**src/ellipse_fit_error_counter_top_macros.svh**
```systemverilog
// ----------------------------------------------------------------------------
// ellipse fit error counter assertion macros
// shared helpers for the concurrent checks of the top level
// ----------------------------------------------------------------------------
`ifndef ELLIPSE_FIT_ERROR_COUNTER_TOP_MACROS_SVH
`define ELLIPSE_FIT_ERROR_COUNTER_TOP_MACROS_SVH

// same-cycle implication
`define EFE_ASSERT_NOW(label, ante, cons) \
  label: assert property (@(posedge clk) disable iff (!rst_n) (ante) |-> (cons)) \
    else $error("efe check failed");

// next-cycle implication
`define EFE_ASSERT_NEXT(label, ante, cons) \
  label: assert property (@(posedge clk) disable iff (!rst_n) (ante) |=> (cons)) \
    else $error("efe check failed");

`endif

```
**src/efe_pkg.sv**
```systemverilog
// ----------------------------------------------------------------------------
// efe_pkg
// types and constants shared by the ellipse fit error counter
// ----------------------------------------------------------------------------
package efe_pkg;

  localparam int FEATURES  = 4096;
  localparam int FEAT_AW   = $clog2(FEATURES);
  localparam int DIM_W     = 13;
  localparam int POS_W     = 12;
  localparam int CNT_W     = 25;
  localparam int RATIO_W   = 17;
  localparam int CFG_IDX_W = 2;

  localparam logic [DIM_W-1:0] DIM_MAX   = 13'd4096;
  localparam logic [DIM_W-1:0] DIM_RESET = 13'd256;

  localparam logic [1:0] KIND_LOAD   = 2'd0;
  localparam logic [1:0] KIND_PIXEL  = 2'd1;
  localparam logic [1:0] KIND_REPORT = 2'd2;

  localparam logic [CFG_IDX_W-1:0] REG_WIDTH  = 2'd0;
  localparam logic [CFG_IDX_W-1:0] REG_HEIGHT = 2'd1;

  localparam logic [RATIO_W-1:0] RATIO_ONE = 17'd65536;
  localparam logic [CNT_W-1:0]   CNT_MAX   = '1;

  typedef struct packed {
    logic [1:0]         kind;
    logic [11:0]        feature_index;
    logic [19:0]        center_x;
    logic [19:0]        center_y;
    logic signed [15:0] cos_angle;
    logic signed [15:0] sin_angle;
    logic [31:0]        semi_a_sq;
    logic [31:0]        semi_b_sq;
    logic [24:0]        cell_count;
  } in_t;

  typedef struct packed {
    logic [11:0] report_index;
    logic [24:0] outside_total;
    logic [24:0] inside_total;
    logic [16:0] error_ratio;
    logic        count_invalid;
  } out_t;

  typedef struct packed {
    logic [19:0]        cx;
    logic [19:0]        cy;
    logic signed [15:0] cs;
    logic signed [15:0] sn;
    logic [31:0]        a2;
    logic [31:0]        b2;
  } ell_t;

  typedef struct packed {
    logic [CNT_W-1:0] outside;
    logic [CNT_W-1:0] inner;
  } cnt_t;

  typedef struct packed {
    logic done;
    logic hit;
  } tst_res_t;

  typedef struct packed {
    logic               done;
    logic [RATIO_W-1:0] ratio;
    logic               invalid;
  } div_res_t;

  typedef enum logic [2:0] {
    ST_CLEAR,
    ST_IDLE,
    ST_PIX_RD,
    ST_PIX_TEST,
    ST_REP_RD,
    ST_REP_DIV
  } state_t;

endpackage

```
**src/efe_ratio.sv**
```systemverilog
// ----------------------------------------------------------------------------
// efe_ratio
// radix-2 divider for the outside fraction, one quotient bit a cycle
// ----------------------------------------------------------------------------
module efe_ratio
  import efe_pkg::*;
(
  input  logic             clk,
  input  logic             rst_n,
  input  logic             start,
  input  logic [CNT_W-1:0] outside,
  input  logic [CNT_W-1:0] cells,
  output div_res_t         res
);

  logic               run_r;
  logic [3:0]         cnt_r;
  logic [CNT_W-1:0]   rem_r;
  logic [CNT_W-1:0]   cells_r;
  logic [15:0]        q_r;
  logic               done_r;
  logic [RATIO_W-1:0] ratio_r;
  logic               invalid_r;

  logic [CNT_W:0]   rem2;
  logic             take;
  logic [CNT_W-1:0] rem_nxt;
  logic [15:0]      q_nxt;

  always_comb begin
    rem2    = {rem_r, 1'b0};
    take    = rem2 >= {1'b0, cells_r};
    rem_nxt = take ? CNT_W'(rem2 - {1'b0, cells_r}) : rem2[CNT_W-1:0];
    q_nxt   = {q_r[14:0], take};
  end

  always_ff @(posedge clk) begin
    if (!rst_n) begin
      run_r  <= 1'b0;
      done_r <= 1'b0;
    end else begin
      done_r <= 1'b0;
      if (start) begin
        if (cells == '0 || outside >= cells) begin
          done_r <= 1'b1;
        end else begin
          run_r <= 1'b1;
        end
      end else if (run_r && cnt_r == 4'd15) begin
        run_r  <= 1'b0;
        done_r <= 1'b1;
      end
    end
  end

  always_ff @(posedge clk) begin
    if (start) begin
      rem_r     <= outside;
      cells_r   <= cells;
      cnt_r     <= '0;
      q_r       <= '0;
      ratio_r   <= RATIO_ONE;
      invalid_r <= (cells == '0);
    end else if (run_r) begin
      rem_r <= rem_nxt;
      q_r   <= q_nxt;
      cnt_r <= cnt_r + 4'd1;
      if (cnt_r == 4'd15) begin
        ratio_r <= {1'b0, q_nxt};
      end
    end
  end

  assign res.done    = done_r;
  assign res.ratio   = ratio_r;
  assign res.invalid = invalid_r;

endmodule

```
**config.mk**
```make
export PLATFORM = sky130hd
export DESIGN_NAME = efe_ratio
export DESIGN_NICKNAME = d
export VERILOG_FILES = /design/src/ellipse_fit_error_counter_top_macros.svh /design/src/efe_pkg.sv /design/src/efe_ratio.sv
export SDC_FILE = /design/constraint.sdc
export NUM_CORES = 1
export LEC_CHECK = 0
export BUFFER_PORTS_ARGS = -buffer_cell sky130_fd_sc_hd__buf_2
export CAP_MARGIN = 20
export CELL_PAD_IN_SITES_DETAIL_PLACEMENT = 1
export CELL_PAD_IN_SITES_GLOBAL_PLACEMENT = 1
export CORE_MARGIN = 4
export CORE_UTILIZATION = 48
export CTS_CLUSTER_SIZE = 28
export DETAILED_ROUTE_END_ITERATION = 7
export PLACE_DENSITY_LB_ADDON = 0.1
export SETUP_SLACK_MARGIN = 0.15
export SYNTH_ARGS = -nofsm -noshare
export SYNTH_HDL_FRONTEND = slang
export SYNTH_SLANG_ARGS = --single-unit
```
**constraint.sdc**
```tcl
create_clock -name clk -period 4.32 [get_ports clk]
set_input_delay 0.864 -clock clk [delete_from_list [all_inputs] [get_ports clk]]
set_output_delay 0.864 -clock clk [all_outputs]
set_load 0.02 [all_outputs]
```
Yosys cells after proc, flatten, opt, wreduce, memory -nomap -nowiden
Index checks and enable logic that the tools add are counted.
Word-level totals
  memory bits (read-only): 0
  bits in latches: 0
  flip-flop bits (word level): 89
  bits in writable memories: 0
  memories kept: 0
  input port bits: 53
  word-level logic and storage cells: 30
Operators by class
  magnitude comparators: 2
  shift-type cells: 0
  multipliers: 0
  reduce and logical (&&, ||, !) cells: 7
  equality and inequality tests: 2
  bitwise operators: 0
  div/mod/pow operators: 0
  multiplexer cells: 9
  add/sub/neg operators: 2
Operator list (count)
  $mux W25: 3
  $ge A26 B25 Y1: 1
  $ge A25 B25 Y1: 1
  $logic_not A25 Y1: 1
  $sub A25 B25 Y25: 1
  $mux W1: 6
  $add A4 B1 Y4 const B: 1
  $eq A4 B4 Y1 const B: 1
  $reduce_and A2 Y1: 2
  $reduce_bool A2 Y1: 2
  $ne A2 B2 Y1 const B: 1
  $logic_and A1 B1 Y1: 1
  $logic_or A1 B1 Y1: 1

Logic depth before layout (Yosys ltp)
  depth in word-level cells: 4
  depth in mapped cells: 13
  mapped depth without buffers: 10

Least setup slack after synthesis
Ideal clock, no wire load.
  path type: register -> register
  start: reg rem_r[0]
  end: reg rem_r[22] (data pin)
  data arrival time: 2.387 ns
  data required time: 4.058 ns
  slack: 1.671 ns
  buffers on the path: 2
  stages on the path, launching flop included: 13
  clock period less this slack: 2.649 ns
  cell sequence: edfxtp_1 > inv_1 > fa_1 > nand2b_1 > a2111oi_4 > o31ai_2 > a21oi_2 > o211ai_2 > and2_4 > buf_6 > buf_6 > a22oi_2 > o31ai_2
Between the ends
  word-level cells in the longest chain between the ends: 4
  elaborated cells between the ends (all ways): 5
  classes of those cells: add/sub: 1; order compare: 1; mux: 3
RTL lines
  start, declared: RTL line efe_ratio.sv:18  | logic [CNT_W-1:0] rem_r;
  start signal, assigned: RTL line efe_ratio.sv:58  | rem_r <= outside;
  start signal, assigned: RTL line efe_ratio.sv:65  | rem_r <= rem_nxt;
  $sub A25 B25 Y25 or $ge A26 B25 Y1 (tied branches): RTL line efe_ratio.sv:33, efe_ratio.sv:32
  $mux W25 *: RTL line efe_ratio.sv:33  | rem_nxt = take ? CNT_W'(rem2 - {1'b0, cells_r}) : rem2[CNT_W-1:0];
  $mux W25 *: RTL line efe_ratio.sv:64  | end else if (run_r) begin
  $mux W25 *: RTL line efe_ratio.sv:57  | if (start) begin
Mark *: on every way between the ends. The rest lies on a longest branch, timed or not. The select of a mux whose other input is x is not followed.
A chain may end at the register's enable or synchronous reset.

Worst setup path after layout
  start: reg rem_r[0]
  end: reg rem_r[17] (data pin)
Same word-level chain as after synthesis.

==> impl_metrics.csv <==
group,metric,value,unit
setup_path,arrival,3.34,ns
setup_path,crit_path_end_kind,"flip-flop",
clock_network,cts_root_buf,"clkbuf_16",
power_and_ir_drop,p_comb_share,38.0,%
power_and_ir_drop,switching_power,1.118,mW
power_and_ir_drop,swShare,37.00,%
route,drt-initial-drc-count,223,
sta,fmax,306.7,MHz
route,ant_nets,0,
layout,drive_gt1_share,15.38,%
power_and_ir_drop,p_per_area,477.0,nW/µm²
logic_synthesis,synth_most_common_cell,"a21oi_1",
logic_synthesis,synth-seq-area-share,40.83,%
sta,hold_viol,0,
route,avgViaCountPerCell,5.665,
logic_synthesis,synth.top_cell.area_share,27.28,%
clock_network,cts_tree,"yes",
logic_synthesis,synth_top_area_cell,"edfxtp_1",
sta,whs,0.4554,ns
setup_path,required,4.40,ns
layout,n_antenna_cell,0,
global_routing,grt_max_degree,65,
die,core_area,11420,µm²
clock_network,ctsHoldBuffers,0,
clock_network,path_clk_slew,0.07,ns
setup_path,critPathKind,"flip-flop to flip-flop",
logic_synthesis,synthTopCellsByCount,"a21oi_1, nand2_1, inv_1, edfxtp_1, ha_1",
logic_synthesis,postSynthAreaPerCell,9.114,µm²
die,start_util,49.17,%
logic_synthesis,syn-cell-area,5614,µm²
global_routing,overflow,0,
layout,area_growth,12.77,%
placement,io_buffers,71,
job,drv_cap,0,
sta,slew_violations,0,
clock_network,clock_path_buffers,2,
logic_synthesis,synth_warnings,0,
sta,fin_crit,3.261,ns
route,drc,0,
clock_network,cts.sink_count,89,
logic_synthesis,synthTopCellsByArea,"edfxtp_1, dfxtp_1, ha_1, a21oi_1, nand2_1",
logic_synthesis,ys_types,57,
placement,place.gp.congestion,0.8893,
setup_path,start_kind,"flip-flop",
logic_synthesis,ys_async_sr_fraction,0,%
layout,final_util,55.45,%
sta,setup_viol,0,
layout,final_nets,777,
global_routing,grt_pass1_wl,24330,µm
logic_synthesis,synth_nets,721,
sta,rsz0062_at_grt,"no",
setup_path,crit_fanout,21,
global_routing,track_usage,23.06,%
route,vias,4640,
sta,tightest_slew,0.8748,ns
placement,place_hpwl,11130,µm
route,wl,14960,µm
logic_synthesis,synth-edff-count,51,
power_and_ir_drop,power_frac_clock,26.5,%
die,die_h,116.2,µm
logic_synthesis,ys_ff_latch,89,
global_routing,grt_pass1_vias,4886,
clock_network,cts_resized,0,
power_and_ir_drop,leakagePower,2.808,nW
power_and_ir_drop,peakVddDrop,234.6,µV
die,dieArea,13490,µm²
route,drtPass1Iterations,4,
die,pin_count,72,
clock_network,htreeDepth,3,
clock_network,clk_latency,0.36,ns
power_and_ir_drop,p_seq_share,35.5,%
route,wl_per_cell,18.26,µm
clock_network,postCtsSetupRepairBufs,0,
global_routing,antenna_found_initial,0,
hold_path,hp-class,"flip-flop to flip-flop",
logic_synthesis,ys.flop_type,"edfxtp_1",
sta,skew,0.007250,ns
outcome,status,"finished clean",
clock_network,cts-buffers-inserted,9,
logic_synthesis,syn_inst,616,
sta,finalSetupTns,0,ns
die,die_w,116.2,µm
power_and_ir_drop,internal-power,1.903,mW
sta,fin_crit_sh,75.47,%
die,core.rowCount,39,
sta,maxSlewHeadroom,41.54,%
## stage by stage
stage	area, µm²	setup slack [ns]	cells	power [mW]
6_report	6331	1.059	819	3.020
3_5_place_dp	6035	1.059	804	2.218
5_1_grt	6331	0.8623	819	3.199
2_1_floorplan	5614	1.671	616	1.952
3_3_place_gp	6035	1.158	804	2.175
4_1_cts	6331	1.038	819	3.032
## cell type report
cell class / count / area, µm²
clock buffer: 10 / 250.2
clock inverter: 5 / 46.29
fill: 1383 / 5087
inverter: 58 / 217.7
multi-input combinational: 441 / 2960
sequential: 89 / 2292
tap: 143 / 178.9
timing repair buffer: 73 / 385.4
## worst paths after layout
| path | from | slack (ns) | to | depth (start not counted) |
|---|---|---|---|---|
| max | rem_r[0] | 1.06 | rem_r[17] | 10 |
| min | ratio_r[16] | 0.46 | ratio_r[16] | 1 |
| max reg2reg | rem_r[0] | 1.06 | rem_r[17] | 10 |
| min reg2reg | ratio_r[16] | 0.46 | ratio_r[16] | 1 |
## worst max-delay path, stage by stage (launching register included)
cell       delay, ns
edfxtp_1        0.38
inv_1           0.07
fa_1            0.42
nand2b_1        0.23
a2111oi_4       0.37
o31ai_2         0.14
a21oi_2         0.21
o211ai_2        0.13
nand2_1         0.67
mux2i_1         0.26
o21ai_0         0.10
## sequential cells by signal, summed over array words and instances, names as in the netlist
| signal | flops |
|---|---|
| cells_r | 25 |
| cnt_r | 4 |
| done_r | 1 |
| invalid_r | 1 |
| q_r | 15 |
| ratio_r | 17 |
| rem_r | 25 |
| run_r | 1 |
## power groups by stage
| stage | clock network [mW] | registers, mW | logic [mW] |
|---|---|---|---|
| final | 0.799 | 1.07 | 1.15 |
| after CTS | 0.813 | 1.07 | 1.15 |
| after detailed placement | 0 | 1.09 | 1.13 |
| after floorplan | 0 | 1.07 | 0.882 |
| after global placement | 0 | 1.08 | 1.09 |
| after global routing | 0.846 | 1.08 | 1.27 |
## layer usage
| layer | vias to the layer above | wire length (µm) | global-route usage (%) | part of all wire, % |
|---|---|---|---|---|
| met2 | 73 | 7464 | 40.05 | 50 |
| li1 | 2282 | - | - | - |
| met1 | 2267 | 6761 | 29.57 | 45 |
| met5 | - | 0 | 0 | 0 |
| met4 | 0 | 262 | 8.507 | 1.8 |
| met3 | 18 | 471 | 2.798 | 3.1 |
## cell usage in the layout, fill, tap and decap left out, drive strengths merged, types with 7 or more instances in the layout
cell	count
nor2	46
nand3	8
nand2	68
mux2i	17
a211oi	7
nor2b	27
nand4	14
a21o	17
xnor2	17
edfxtp	51
a21oi	82
ha	51
o21ai	20
dfxtp	38
inv	61
buf	73
clkbuf	10
## logic make-up (layout without fill, tap and decap cells)
logic type | count (synthesis) | in the layout | synth area share (%)
AND/OR/NAND/NOR | 191 | 191 | 16.34
AO/OA/AOI/OAI | 158 | 158 | 18.01
flip-flops | 89 | 89 | 40.83
buffers and inverters | 86 | 146 | 6.441
adder cells (fa/ha/maj) | 52 | 52 | 11.72
XOR/XNOR | 22 | 22 | 3.432
multiplexers | 18 | 18 | 3.231
(Power assumes the default switching activity.)
