<file path="config.mk">
export PLATFORM = sky130hd
export DESIGN_NAME = efe_ram
export DESIGN_NICKNAME = d
export VERILOG_FILES = /design/src/ellipse_fit_error_counter_top_macros.svh /design/src/efe_ram.sv
export SDC_FILE = /design/constraint.sdc
export NUM_CORES = 1
export LEC_CHECK = 0
export BUFFER_PORTS_ARGS = -buffer_cell sky130_fd_sc_hd__buf_2
export CELL_PAD_IN_SITES_DETAIL_PLACEMENT = 1
export CELL_PAD_IN_SITES_GLOBAL_PLACEMENT = 2
export CORE_MARGIN = 2
export CORE_UTILIZATION = 52
export DETAILED_ROUTE_END_ITERATION = 12
export PLACE_DENSITY_LB_ADDON = 0.1
export SYNTH_ARGS = -nofsm -noshare
export SYNTH_HDL_FRONTEND = slang
export SYNTH_SLANG_ARGS = --single-unit
</file>
<file path="constraint.sdc">
create_clock -name clk -period 3.5 [get_ports clk]
set_input_delay 0.7 -clock clk [delete_from_list [all_inputs] [get_ports clk]]
set_output_delay 0.7 -clock clk [all_outputs]
set_load 0.05 [all_outputs]
</file>
<file path="src/ellipse_fit_error_counter_top_macros.svh">
// ----------------------------------------------------------------------------
// ellipse fit error counter assertion macros
// shared helpers for the concurrent checks of the top level
// ----------------------------------------------------------------------------
`ifndef ELLIPSE_FIT_ERROR_COUNTER_TOP_MACROS_SVH
`define ELLIPSE_FIT_ERROR_COUNTER_TOP_MACROS_SVH

// same-cycle implication
`define EFE_ASSERT_NOW(label, ante, cons) \
  label: assert property (@(posedge clk) disable iff (!rst_n) (ante) |-> (cons)) \
    else $error("efe check failed");

// next-cycle implication
`define EFE_ASSERT_NEXT(label, ante, cons) \
  label: assert property (@(posedge clk) disable iff (!rst_n) (ante) |=> (cons)) \
    else $error("efe check failed");

`endif

</file>
<file path="src/efe_ram.sv">
// ----------------------------------------------------------------------------
// efe_ram
// simple dual port ram, one write and one registered read port
// ----------------------------------------------------------------------------
module efe_ram #(
  parameter int WIDTH = 8,
  parameter int DEPTH = 16
) (
  input  logic                     clk,
  input  logic                     we,
  input  logic [$clog2(DEPTH)-1:0] waddr,
  input  logic [WIDTH-1:0]         wdata,
  input  logic                     re,
  input  logic [$clog2(DEPTH)-1:0] raddr,
  output logic [WIDTH-1:0]         rdata
);

  logic [WIDTH-1:0] mem_r [DEPTH];
  logic [WIDTH-1:0] rdata_r;

  always_ff @(posedge clk) begin
    if (we) begin
      mem_r[waddr] <= wdata;
    end
    if (re) begin
      rdata_r <= mem_r[raddr];
    end
  end

  assign rdata = rdata_r;

endmodule

</file>
# Word level (Yosys, flattened, before mapping)
# Memory sizes are Yosys's and may differ from the RTL's. A register that Yosys moved wholly into a read port is not among the register bits.
# Index checks and enable logic that the tools add are counted.
op_classes:
  n_mux: 2
ops:
  columns: ["operator", "n"]
  rows:
  - ["two-way mux 1 bit", 2]
word_totals:
  reg_bits: 0
  ramBits: 128
  input_bits: 19
  n_memories: 1
mem_list:
  columns: ["name", "words", "width", "read_ports", "rd_ports_with_merged_regs", "wr", "line_no", "source"]
  rows:
  - ["mem_r", 16, 8, 1, 1, 1, "efe_ram.sv:18", "logic [WIDTH-1:0] mem_r [DEPTH];"]

# Depth between registers and ports, before layout
# Gate-level depths: netlist of run 1.
depth:
  depth_word: 2
  mapped_depth: 5

# Least setup slack after synthesis of run 1
# Ideal clock, no wire load.
synth_path:
  path_kind: "input to register"
  from: "input port waddr[2]"
  to: "memory mem_r[0][0] (enable)"
  arrival_time_ns: 1.810
  t_required_ns: 3.117
  setup_slack_ns: 1.307
  path_stages: 2
  path_buffers: 0
  path_cell_list: "or3b_2 nor3_1"
synth_rtl:
  columns: ["item", "line_no", "source"]
  rows:
  - ["from (decl)", "efe_ram.sv:11", "input logic [$clog2(DEPTH)-1:0] waddr,"]
  - ["to (decl)", "efe_ram.sv:18", null]
# Straight into the memory's write port.

==> results of run 1 <==
## registers in the layout, summed over array words and instances, names as in the netlist
name	flops
mem_r	128
rdata	8
## critical path, cell delays in order
cell,delay [ps]
buf_2,380
buf_12,260
mux4_1,610
a22oi_1,250
nand2_1,80
## final cells by class
class,instances,area (um2),area share (%)
clock buffers,18,418,6.91
clock inverters,14,138,2.27
multi-input cells,83,1060,17.5
flip-flops and latches,136,4080,67.5
well taps,133,166,2.75
repair buffers,32,188,3.10
## where the power goes
part | switching (mW) | leakage, nW | total [mW] | internal [mW]
clock | 0.606 | 0.268 | 1.67 | 1.06
combinational | 0.130 | 0.509 | 0.197 | 0.0671
sequential | 0.00990 | 1.24 | 1.85 | 1.84
total | 0.746 | 2.01 | 3.71 | 2.96
## kinds of logic after synthesis
| group | count (synthesis) | synth area share (%) |
|---|---|---|
| AOI/OAI and AO/OA | 16 | 2.30 |
| and+or+nand+nor | 35 | 3.14 |
| muxes | 32 | 14.8 |
| buffers and inverters | 10 | 1.65 |
| DFF | 136 | 78.1 |
## synth_stat cells
cell             instances
edfxtp_1               136
mux4_2                  18
a22oi_1                 16
mux4_1                  14
nor2_1                  13
nand2_1                  9
nor3_1                   4
buf_2                    3
buf_6                    3
clkdlybuf4s25_2          3
nand2b_1                 2
nand3b_1                 2
and2_1                   1
and2b_1                  1
buf_4                    1
nand3_1                  1
nor2b_1                  1
or3b_2                   1
## final timing paths
check,from,end,slack [ps],cells past startpoint
max reg2reg,mem_r[8][6]$_DFFE_PP_,rdata[6]$_DFFE_PP_,1880,3
min,re,rdata[2]$_DFFE_PP_,550,1
min reg2reg,mem_r[14][1]$_DFFE_PP_,rdata[1]$_DFFE_PP_,780,3
max,raddr[0],rdata[1]$_DFFE_PP_,1460,5
## per-layer routing
layer / global-route usage [%] / vias up / part of all wire [%]
met5: 0 / - / 0
met2: 32.1 / 93 / 48
met4: 8.88 / 0 / 1.3
li1: - / 1065 / -
met3: 5.01 / 10 / 6.2
met1: 30.9 / 1275 / 44
## stage by stage
stage                     setup slack [ps]  hold WS [ps]  util [%]  area [um2]
after floorplan                       1310           705         -        5230
after global placement                 976           742      56.2        5500
after detailed placement               962           770      56.2        5500
after CTS                             1470           525      61.9        6050
after global routing                  1370           540      61.9        6050
final                                 1460           549      61.9        6050
==> results.json, run 1 <==
{
  "yosysTopAreaCell": "edfxtp_1",
  "htreeDepth": 4,
  "dr.pass1.iters": 4,
  "wl_um": 10800,
  "overflow": 0,
  "gr-usage-all-layers_pct": 21.5,
  "num_vias": 2443,
  "ctsHoldBuffers": 0,
  "cap_violations": 0,
  "synth-seq-area-share_pct": 78.1,
  "ys_top_cells_by_area": "edfxtp_1, mux4_2, mux4_1, a22oi_1, nor2_1",
  "final_cells": 416,
  "synthesis.nets": 248,
  "maxSlewViolCount": 0,
  "syn_to_final_growth_pct": 15.7,
  "run_status": "finished clean",
  "antenna_found_initial": 0,
  "final.setup.tns_ps": 0,
  "drc": 0,
  "period_minus_slack_ps": 2040,
  "drive_above_1_share_pct": 26.1,
  "tightest_slew_ps": 914,
  "final_cell_mix": "edfxtp_1, buf_2, mux4_2",
  "ioPinCount": 27,
  "wire_per_inst_um": 25.9,
  "synth_warnings": 0,
  "grt_max_degree": 21,
  "clock_latency_ps": 510,
  "cts_resized": 0,
  "end_kind": "flip-flop",
  "crit_type": "input pin to flip-flop",
  "clock_skew_ps": 6.95,
  "yosys.area.top_type_share_pct": 78.1,
  "crit_fanout": 20,
  "clock-sinks": 136,
  "cts_setup_buffers": 0,
  "start_util_pct": 53.5,
  "diodes": 0,
  "routabilityCongestion": 0.705,
  "powerDensity_mw_per_mm2": 613,
  "avgSynthCellArea_um2": 22.8,
  "final_common_cell": "edfxtp_1",
  "ys_seq_elements": 136,
  "cp.required_ps": 3760,
  "clk_pin_slew_worst_paths_ps": 60,
  "synthCells": 229,
  "place_inst": 384,
  "portBuffers": 26,
  "drt_iter0_markers": 186,
  "place_hpwl_um": 6850,
  "cts_root_buf": "clkbuf_8",
  "dieHeight_um": 104,
  "critPathLaunchType": "input pin",
  "grt_pass1_vias": 2616,
  "hold_path.class": "input pin to flip-flop",
  "cts_tree": "built",
  "leakage_nw": 2.01,
  "die_w_um": 104,
  "crit_arrival_ps": 2300,
  "irDropWorstVdd_v": 0.000365,
  "grt_setup_unrepaired": "no",
  "finalPower_mw": 3.71,
  "nets": 289,
  "final-hold-violation-count": 0,
  "cts_buffers": 17,
  "fmax_mhz": 491,
  "grt_pass1_wl_um": 16200,
  "clock_path_buffers": 2,
  "yosys.cell_types.count": 18,
  "ant_nets": 0,
  "core_mm2": 0.00977,
  "fillers": 827,
  "vias_per_cell": 5.87,
  "setup_violations": 0,
  "fp.dieArea_mm2": 0.0109,
  "fin_crit_sh_pct": 58.2,
  "relSlewSlack_pct": 38.8,
  "core.rowCount": 36,
  "syn-cell-area_mm2": 0.00523
}
Note: power is estimated with default switching activity, not from simulation.
==> run 2, diff against run 1 <==
--- a/config.mk
+++ b/config.mk
@@ -5,11 +5,12 @@
 export SDC_FILE = /design/constraint.sdc
 export NUM_CORES = 1
 export LEC_CHECK = 0
+export ABC_AREA = 1
 export BUFFER_PORTS_ARGS = -buffer_cell sky130_fd_sc_hd__buf_2
 export CELL_PAD_IN_SITES_DETAIL_PLACEMENT = 1
 export CELL_PAD_IN_SITES_GLOBAL_PLACEMENT = 2
 export CORE_MARGIN = 2
-export CORE_UTILIZATION = 52
+export CORE_UTILIZATION = 37
 export DETAILED_ROUTE_END_ITERATION = 12
 export PLACE_DENSITY_LB_ADDON = 0.1
 export SYNTH_ARGS = -nofsm -noshare
==> constraint.sdc (replaced) <==
create_clock -name clk -period 1.8 [get_ports clk]
set_input_delay 0.36 -clock clk [delete_from_list [all_inputs] [get_ports clk]]
set_output_delay 0.36 -clock clk [all_outputs]
set_load 0.05 [all_outputs]
==> results.json, run 2 <==
{
  "yosysMostFrequentCell": "nand2_1",
  "critPathLaunchType": "flip-flop",
  "place_hpwl_um": 9660,
  "end_kind": "output port",
  "synth_top_family_by_area": "simple AND/OR/NAND/NOR gates",
  "powerDensity_mw_per_mm2": 1040,
  "yosys.cell_types.count": 11,
  "ctsHoldBuffers": 0,
  "fillers": 1723,
  "run_status": "finished clean",
  "diodes": 0,
  "final_cell_mix": "nand2_1, edfxtp_1, inv_1",
  "leakage_nw": 2.90,
  "synth_edf_count": 136,
  "clock_latency_ps": 420,
  "setup_violations": 0,
  "final-hold-violation-count": 0,
  "finalPower_mw": 7.03,
  "synthCells": 551,
  "die_w_um": 130,
  "hold_depth": 1,
  "grt_max_degree": 60,
  "portBuffers": 26,
  "yosys.area.top_type_share_pct": 69.8,
  "cts_buffers": 17,
  "async_flop_share_pct": 0,
  "maxSlewViolCount": 0,
  "wl_um": 15700,
  "r2r_cells": 6,
  "cts_root_buf": "clkbuf_16",
  "htreeDepth": 4,
  "crit_type": "flip-flop to output port",
  "post-route-util_pct": 44.1,
  "drive_above_1_share_pct": 11.9,
  "ys_dominant_reg_cell": "edfxtp_1",
  "critical_path.max_stage_delay_ps": 400,
  "clock_skew_ps": 8.58,
  "cp.required_ps": 1440,
  "grt_pass1_vias": 3931,
  "ioPinCount": 27,
  "core.rowCount": 45,
  "synth-xor-area-share_pct": 0,
  "synth-seq-area-share_pct": 69.8,
  "drt_iter0_markers": 286,
  "crit_fanout": 1,
  "final_common_cell": "nand2_1",
  "syn-cell-area_mm2": 0.00585,
  "period_minus_slack_ps": 1480,
  "synthesis.nets": 570,
  "timing.critical_path.cells": "buf_2",
  "ys_seq_elements": 136,
  "hold_path.class": "input pin to flip-flop",
  "drc": 0,
  "cap_violations": 0,
  "relSlewSlack_pct": 57.9,
  "cts_resized": 0,
  "dieHeight_um": 130,
  "muxShareOfSynthArea_pct": 0,
  "gr-usage-all-layers_pct": 20.4,
  "overflow": 0,
  "fin_crit_sh_pct": 82.0,
  "largest_reg_flops": 128,
  "crit_buf_inv": 1,
  "clk_pin_slew_worst_paths_ps": 60,
  "antenna_found_initial": 0,
  "grt_setup_unrepaired": "no",
  "yosysTopAreaCell": "edfxtp_1",
  "fmax_mhz": 678,
  "syn_to_final_growth_pct": 15.6,
  "nets": 614,
  "ys_top_cells_by_area": "edfxtp_1, nand2_1, nand3_1, inv_1, buf_6",
  "grt_pass1_wl_um": 24100,
  "tightest_slew_ps": 630,
  "top_register": "mem_r",
  "ant_nets": 0,
  "core_mm2": 0.0153,
  "avgSynthCellArea_um2": 10.6,
  "irDropWorstVdd_v": 0.000693,
  "vias_per_cell": 4.73,
  "num_vias": 3863,
  "synth_warnings": 0,
  "start_util_pct": 38.2,
  "cts_setup_buffers": 0,
  "wire_per_inst_um": 19.3,
  "synth_adder_area_share_pct": 0,
  "yosys.area_share.simple_pct": 20.8,
  "crit_arrival_ps": 1120,
  "synth-compound-area-share_pct": 0,
  "cts_tree": "built",
  "clock_path_buffers": 2,
  "yosys-top-cells-count": "nand2_1, edfxtp_1, inv_1",
  "clock-sinks": 136,
  "dr.pass1.iters": 4,
  "fp.dieArea_mm2": 0.0168,
  "routabilityCongestion": 0.758,
  "cpLargestDelayFamily": "flip-flops",
  "crit_slowest_cell": "edfxtp_1",
  "crit_cells": 1,
  "final.setup.tns_ps": 0
}
## run 2: area by class of cell
type / instances / area [um2] / share of cell area (%)
Sequential cell: 136 / 4080 / 60.4
Multi-Input combinational cell: 289 / 1210 / 18.0
Clock buffer: 21 / 440 / 6.51
Inverter: 102 / 383 / 5.66
Timing Repair Buffer: 49 / 340 / 5.03
Tap cell: 211 / 264 / 3.91
Clock inverter: 8 / 35.0 / 0.518
## run 2: metrics by stage
| step | setup WS [ps] | hold WS [ps] | cells | area [um2] |
|---|---|---|---|---|
| after floorplan | 489 | 459 | 551 | 5850 |
| after global placement | 77.8 | 729 | 787 | 6280 |
| after detailed placement | 56.5 | 735 | 787 | 6280 |
| after CTS | 282 | 309 | 816 | 6760 |
| after global routing | 277 | 313 | 816 | 6760 |
| final | 324 | 318 | 816 | 6760 |
## run 2: final timing paths
path | slack (ps) | start | to
min reg2reg | 740 | mem_r[13][5]$_DFFE_PP_ | rdata[5]$_DFFE_PP_
max | 320 | rdata[5]$_DFFE_PP_ | rdata[5]
min | 320 | re | rdata[0]$_DFFE_PP_
max reg2reg | 640 | mem_r[11][1]$_DFFE_PP_ | rdata[1]$_DFFE_PP_
## run 2: metal layers
metal / part of all wire (%) / global-route usage [%] / up-vias / wire (um)
met5: 0 / 0 / - / 0
met4: 1.9 / 7.72 / 0 / 303
met3: 3.2 / 3.94 / 21 / 500
met2: 46 / 31.3 / 64 / 7230
met1: 49 / 29.0 / 1911 / 7700
li1: - / - / 1867 / -
## run 2: logic make-up (layout without fill, tap and decap cells)
| group | count (synthesis) | count (layout) |
|---|---|---|
| flip-flops | 136 | 136 |
| AND/OR/NAND/NOR | 289 | 289 |
| buffers and inverters | 126 | 180 |
## run 2: power by group
part / total [mW] / switching [mW] / internal (mW)
sequential: 3.59 / 0.0215 / 3.57
combinational: 0.509 / 0.377 / 0.132
clock: 2.92 / 1.22 / 1.70
total: 7.03 / 1.62 / 5.40
